<file path="src/hw/rtl/pscfg_pkg.sv">
// shared types and constants for the per-source connection flood guard
`default_nettype none
package pscfg_pkg;
    localparam int COUNT_BITS = 10;

    localparam logic [1:0] OP_CHECK   = 2'd0;
    localparam logic [1:0] OP_INSERT  = 2'd1;
    localparam logic [1:0] OP_REMOVE  = 2'd2;
    localparam logic [1:0] OP_TRUST   = 2'd3;
    localparam logic [1:0] EV_NONE    = 2'd0;
    localparam logic [1:0] EV_LIFTED  = 2'd1;
    localparam logic [1:0] EV_IMPOSED = 2'd2;
    localparam logic [1:0] REG_MAXCONN = 2'd0;
    localparam logic [1:0] REG_BANTIME = 2'd1;
    localparam logic [1:0] REG_FLOOD   = 2'd2;

    typedef struct packed {
        logic [1:0]  opcode;
        logic [31:0] addr;
        logic [31:0] now;
    } t_item;
endpackage
`default_nettype wire

</file>
<file path="src/hw/rtl/pscfg_front.sv">
// front end: input skid queue of two transactions
`default_nettype none
module pscfg_front (
    input  wire                 i_clk,
    input  wire                 i_rst_n,
    input  wire                 i_valid,
    output logic                o_ready,
    input  pscfg_pkg::t_item    i_item,
    output logic                o_valid,
    input  wire                 i_ready,
    output pscfg_pkg::t_item    o_item
);
    pscfg_pkg::t_item r_q [2];
    logic             r_wp, r_rp;
    logic [1:0]       r_cnt;
    logic             w_push, w_pop;

    assign o_ready = (r_cnt != 2'd2);
    assign o_valid = (r_cnt != 2'd0);
    assign o_item  = r_q[r_rp];
    assign w_push  = i_valid && o_ready;
    assign w_pop   = o_valid && i_ready;

    always_ff @(posedge i_clk) begin
        if (!i_rst_n) begin
            r_wp <= 1'b0;
            r_rp <= 1'b0;
            r_cnt <= 2'd0;
        end else begin
            if (w_push) r_wp <= ~r_wp;
            if (w_pop) r_rp <= ~r_rp;
            r_cnt <= r_cnt + {1'b0, w_push} - {1'b0, w_pop};
        end
        if (w_push) r_q[r_wp] <= i_item;
    end

    a_no_over: assert property (@(posedge i_clk) disable iff (!i_rst_n)
        r_cnt == 2'd2 |-> !o_ready) else $error("queue overflow");
    a_cnt_ok: assert property (@(posedge i_clk) disable iff (!i_rst_n)
        r_cnt != 2'd3) else $error("bad count");
    a_pop_cnt: assert property (@(posedge i_clk) disable iff (!i_rst_n)
        (w_pop && !w_push) |=> r_cnt == $past(r_cnt) - 2'd1) else $error("pop count");
endmodule
`default_nettype wire

</file>
<file path="config.mk">
export PLATFORM = sky130hd
export DESIGN_NAME = pscfg_front
export DESIGN_NICKNAME = d
export VERILOG_FILES = /design/src/hw/rtl/pscfg_pkg.sv /design/src/hw/rtl/pscfg_front.sv
export SDC_FILE = /design/constraint.sdc
export NUM_CORES = 1
export LEC_CHECK = 0
export BUFFER_PORTS_ARGS = -buffer_cell sky130_fd_sc_hd__buf_2
export CAP_MARGIN = 10
export CORE_AREA = 2 2 103 105
export CTS_CLUSTER_DIAMETER = 150
export CTS_CLUSTER_SIZE = 14
export DETAILED_ROUTE_END_ITERATION = 16
export DIE_AREA = 0 0 105 107
export PLACE_DENSITY = 0.78
export SKIP_CTS_REPAIR_TIMING = 1
export SYNTH_ARGS = -nofsm -noshare
export SYNTH_HDL_FRONTEND = slang
export SYNTH_SLANG_ARGS = --single-unit
export TNS_END_PERCENT = 30
</file>
<file path="constraint.sdc">
create_clock -name i_clk -period 5.3 [get_ports i_clk]
set_input_delay 1.06 -clock i_clk [delete_from_list [all_inputs] [get_ports i_clk]]
set_output_delay 1.06 -clock i_clk [all_outputs]
set_load 0.02 [all_outputs]
</file>
# Yosys cells after proc, flatten, opt, wreduce, memory -nomap -nowiden
# Memories as Yosys holds them, arrays and structs flattened. A register that Yosys moved wholly into a read port is not among the register bits.
# Cells that the tools add are included.
# Widths: inputs -> output; s select.
dict set report classes {
  reduce_logical 3
  n_bitwise 2
  muxes 4
  n_addsub 2
  eq_ne 1
}
# cell n
set ops {}
lappend ops {{$mux 1} 4}
lappend ops {{$add 2x1->2} 1}
lappend ops {{$logic_and 1x1->1} 2}
lappend ops {{$ne 2x2->1 const B} 1}
lappend ops {{$not 1->1} 2}
lappend ops {{$reduce_bool 2->1} 1}
lappend ops {{$sub 2x1->2} 1}
dict set report word_totals {
  register_bits 4
  n_memories 1
  in_bits 70
  elab_cells 16
  ramBits 132
}
# memory words word_bits rd rd_clocked_by_memory_dff write_ports line
set mem_list {}
lappend mem_list {r_q 2 66 1 1 1 pscfg_front.sv:13} ;# pscfg_pkg::t_item r_q [2];

# Depth between registers and ports, before layout
dict set report logic_depth {
  ltp_word 4
  ltp_mapped 8
  ltp_nobuf 8
}

# Worst setup path after synthesis
# Ideal clock, no wire load.
dict set report synth_timing {
  path_type {input -> register}
  from {in i_valid}
  to {mem r_q[0][0] (netlist bit), enable pin}
  slack_ns 0.890
  stages 2
  arrival_time_ns 3.920
  path_cell_list {nand2_1 nor2_1}
}
dict set report synth_between {
  elab_chain_len 3
}
# element line
set synth_rtl {}
lappend synth_rtl {{from (decl)} pscfg_front.sv:6} ;# input wire i_valid,
lappend synth_rtl {{$logic_and 1x1->1} pscfg_front.sv:21} ;# assign w_push = i_valid && o_ready;
lappend synth_rtl {{$mux 1} pscfg_front.sv:34} ;# if (w_push) r_q[r_wp] <= i_item;
lappend synth_rtl {{$mux 1 (implied by the code)} pscfg_front.sv:34}
lappend synth_rtl {{to (decl)} pscfg_front.sv:13}
# No other way between the ends.

==> run summary <==
status: completed
CP arrival: 2.20 ns
gr usage total: 14.57%
non-filler cells, final: 529
detailed-route DRC error count: 0
placed insts: 497
Clock Latency Late Sink: 0.50 ns
slew margin rel.: 26.14%
RePlAce Congestion: 0.7194
DRT Pass-1 Iters: 4
MaxCap Viol Count: 0
# nets final: 452
IO Count: 138
min Tclk post-route: 3.259 ns
gr ovfl total: 0
DP HPWL: 5157 microns
ANT cells: 0
final wirelength: 8072 microns
Layout fillers: 725
DR iter-0 viols: 86
placed inst area: 5974 sq um
Hold WS: 0.5337 ns
Synthesized Nets: 301
count leader, synth: edfxtp_1
#FFs+latches synth: 137
Leakage: 2.557 nW
average wire per standard cell: 15.26 microns
Final Cycle Share: 61.49%
chip height: 107 microns
pwr dens: 523.9 nW/um^2
Min-Delay Path Class: flip-flop to flip-flop
Post-synth EDFFs: 132
crit path launch type: flip-flop
Async SR Flop Fraction: 0%
port bufs: 137
initial antenna violation count: 0
Setup violations, final: 0
WHS Path Cells: 2
Req. time, crit path: 4.24 ns
FP Rows: 37
clk_skew: 0.01204 ns
Max Root-Sink Buffers: 2
Hold Violations, Final: 0
Final ANT Viol Nets: 0
htree depth: 4
Vias: 2565
synth cell count leaders: edfxtp_1 (132), mux2_4 (40), mux2_2 (26)
r2r worst-path depth: 4
Worst IR Drop VDD: 0.0003103 V
Worst Setup Path Type: flip-flop to primary output
Pwr Total: 0.003445 W
CTS tree: built
Final Max Tran Viols: 0
top cells by area, synth: edfxtp_1 (77%), mux2_4 (12%), mux2_2 (5.7%), dfxtp_1 (1.9%), buf_6 (1.1%)
Seq/Total Area, Yosys: 78.80%
Unique masters post-synth: 18
clk sinks: 137
Via density: 4.849
Die Area: 11240 sq um
Core ar.: 10090 sq um
first-pass GRT wire length: 12320 microns
clock transition at the registers of the reported paths: 0.06 ns
layout cells sized above 1: 60.31%
synth warn: 0
vias in the first global route: 2600
crit-path max FO: 66
Die W: 105 microns
root buf cell: clkbuf_8
Inserted Clock Buffers: 17
Syn Area/Cell: 22.52 sq um
largest net degree at the start of global routing: 67
TNS Setup: 0 ns
f_max: 306.8 MHz
post-route cell area: 6575 sq um
Post-Syn Area: 5157 sq um
top cell type's share of synthesized area: 76.86%
starting density of the core: 51.10%
leading area contributor after synthesis: edfxtp_1
Slew @ Worst Pin: 1.108 ns
RSZ-0062 raised after global routing: no
Area growth, synth to finish: 27.49%
Crit. End Element: primary output
Primary FF master, synth: edfxtp_1
Cells after Synth: 229
==> worst paths after layout <==
check / start / endpoint / slack [ns]
max: flip-flop / o_item[65] / 2.04
min: r_wp / r_wp / 0.53
max reg2reg: r_cnt[0] / r_q[0][4] / 2.86
min reg2reg: r_wp / r_wp / 0.53
==> logic make-up (layout without fill, tap and decap cells) <==
kind of cell / after synthesis / count (layout) / share of synthesized area, %
muxes: 67 / 67 / 17.52
AOI/OAI and AO/OA: 1 / 1 / 0.1456
adders and majority gates: 2 / 2 / 0.4851
and+or+nand+nor: 11 / 11 / 1.189
xor gates and xnor gates: 3 / 3 / 0.5096
buffers and inverters: 8 / 172 / 1.358
DFF: 137 / 137 / 78.80
==> layout by cell type, fill, tap and decap left out, drive strengths merged <==
cell type	count
and2	2
and3	1
buf	139
bufinv	4
clkbuf	21
clkinv	4
clkinvlp	2
dfxtp	5
edfxtp	132
ha	2
inv	2
mux2	66
mux2i	1
nand2	2
nand2b	2
nor2	1
nor2b	2
o21a	1
or2	1
xnor2	3
==> critical path, cell delays in order, from the launching register on <==
cell and delay, ns:
dfxtp_4 1.05, mux2_2 0.42, buf_2 0.16
==> area by class of cell <==
type	count	area (sq um)	share of cell area, %
Sequential cell	137	4068	61.86
Multi-Input combinational cell	84	1032	15.70
Timing Repair Buffer	139	700.7	10.66
Clock buffer	21	429.2	6.527
Clock inverter	11	171.4	2.607
Tap cell	136	170.2	2.588
Inverter	1	3.754	0.05709
==> sequential cells by signal, indices dropped and copies added (netlist names), named ones only <==
register / count
r_wp: 1
r_rp: 1
r_q: 132
r_cnt: 2
==> power by group <==
| part | internal, W | leakage [nW] | switching, W |
|---|---|---|---|
| Clock | 0.000765 | 0.286 | 0.000412 |
| Combinational | 0.000376 | 0.995 | 0.000411 |
| Sequential | 0.00136 | 1.28 | 0.000117 |
==> per-layer routing <==
| layer | vias up | global-route usage, % | share of wire [%] |
|---|---|---|---|
| met5 | - | 0 | 0 |
| met4 | 0 | 5.714 | 1.0 |
| met3 | 9 | 5.106 | 6.9 |
| met2 | 107 | 23.75 | 50 |
| met1 | 1241 | 17.94 | 42 |
| li1 | 1208 | - | - |
==> metrics by stage <==
step | utilization [%] | setup slack, ns
floorplan | - | 0.8898
global placement | 59.20 | 2.251
detailed placement | 59.20 | 2.209
CTS | 65.15 | 1.980
global route | 65.15 | 1.936
finish | 65.15 | 2.041
(Power assumes the default switching activity.)
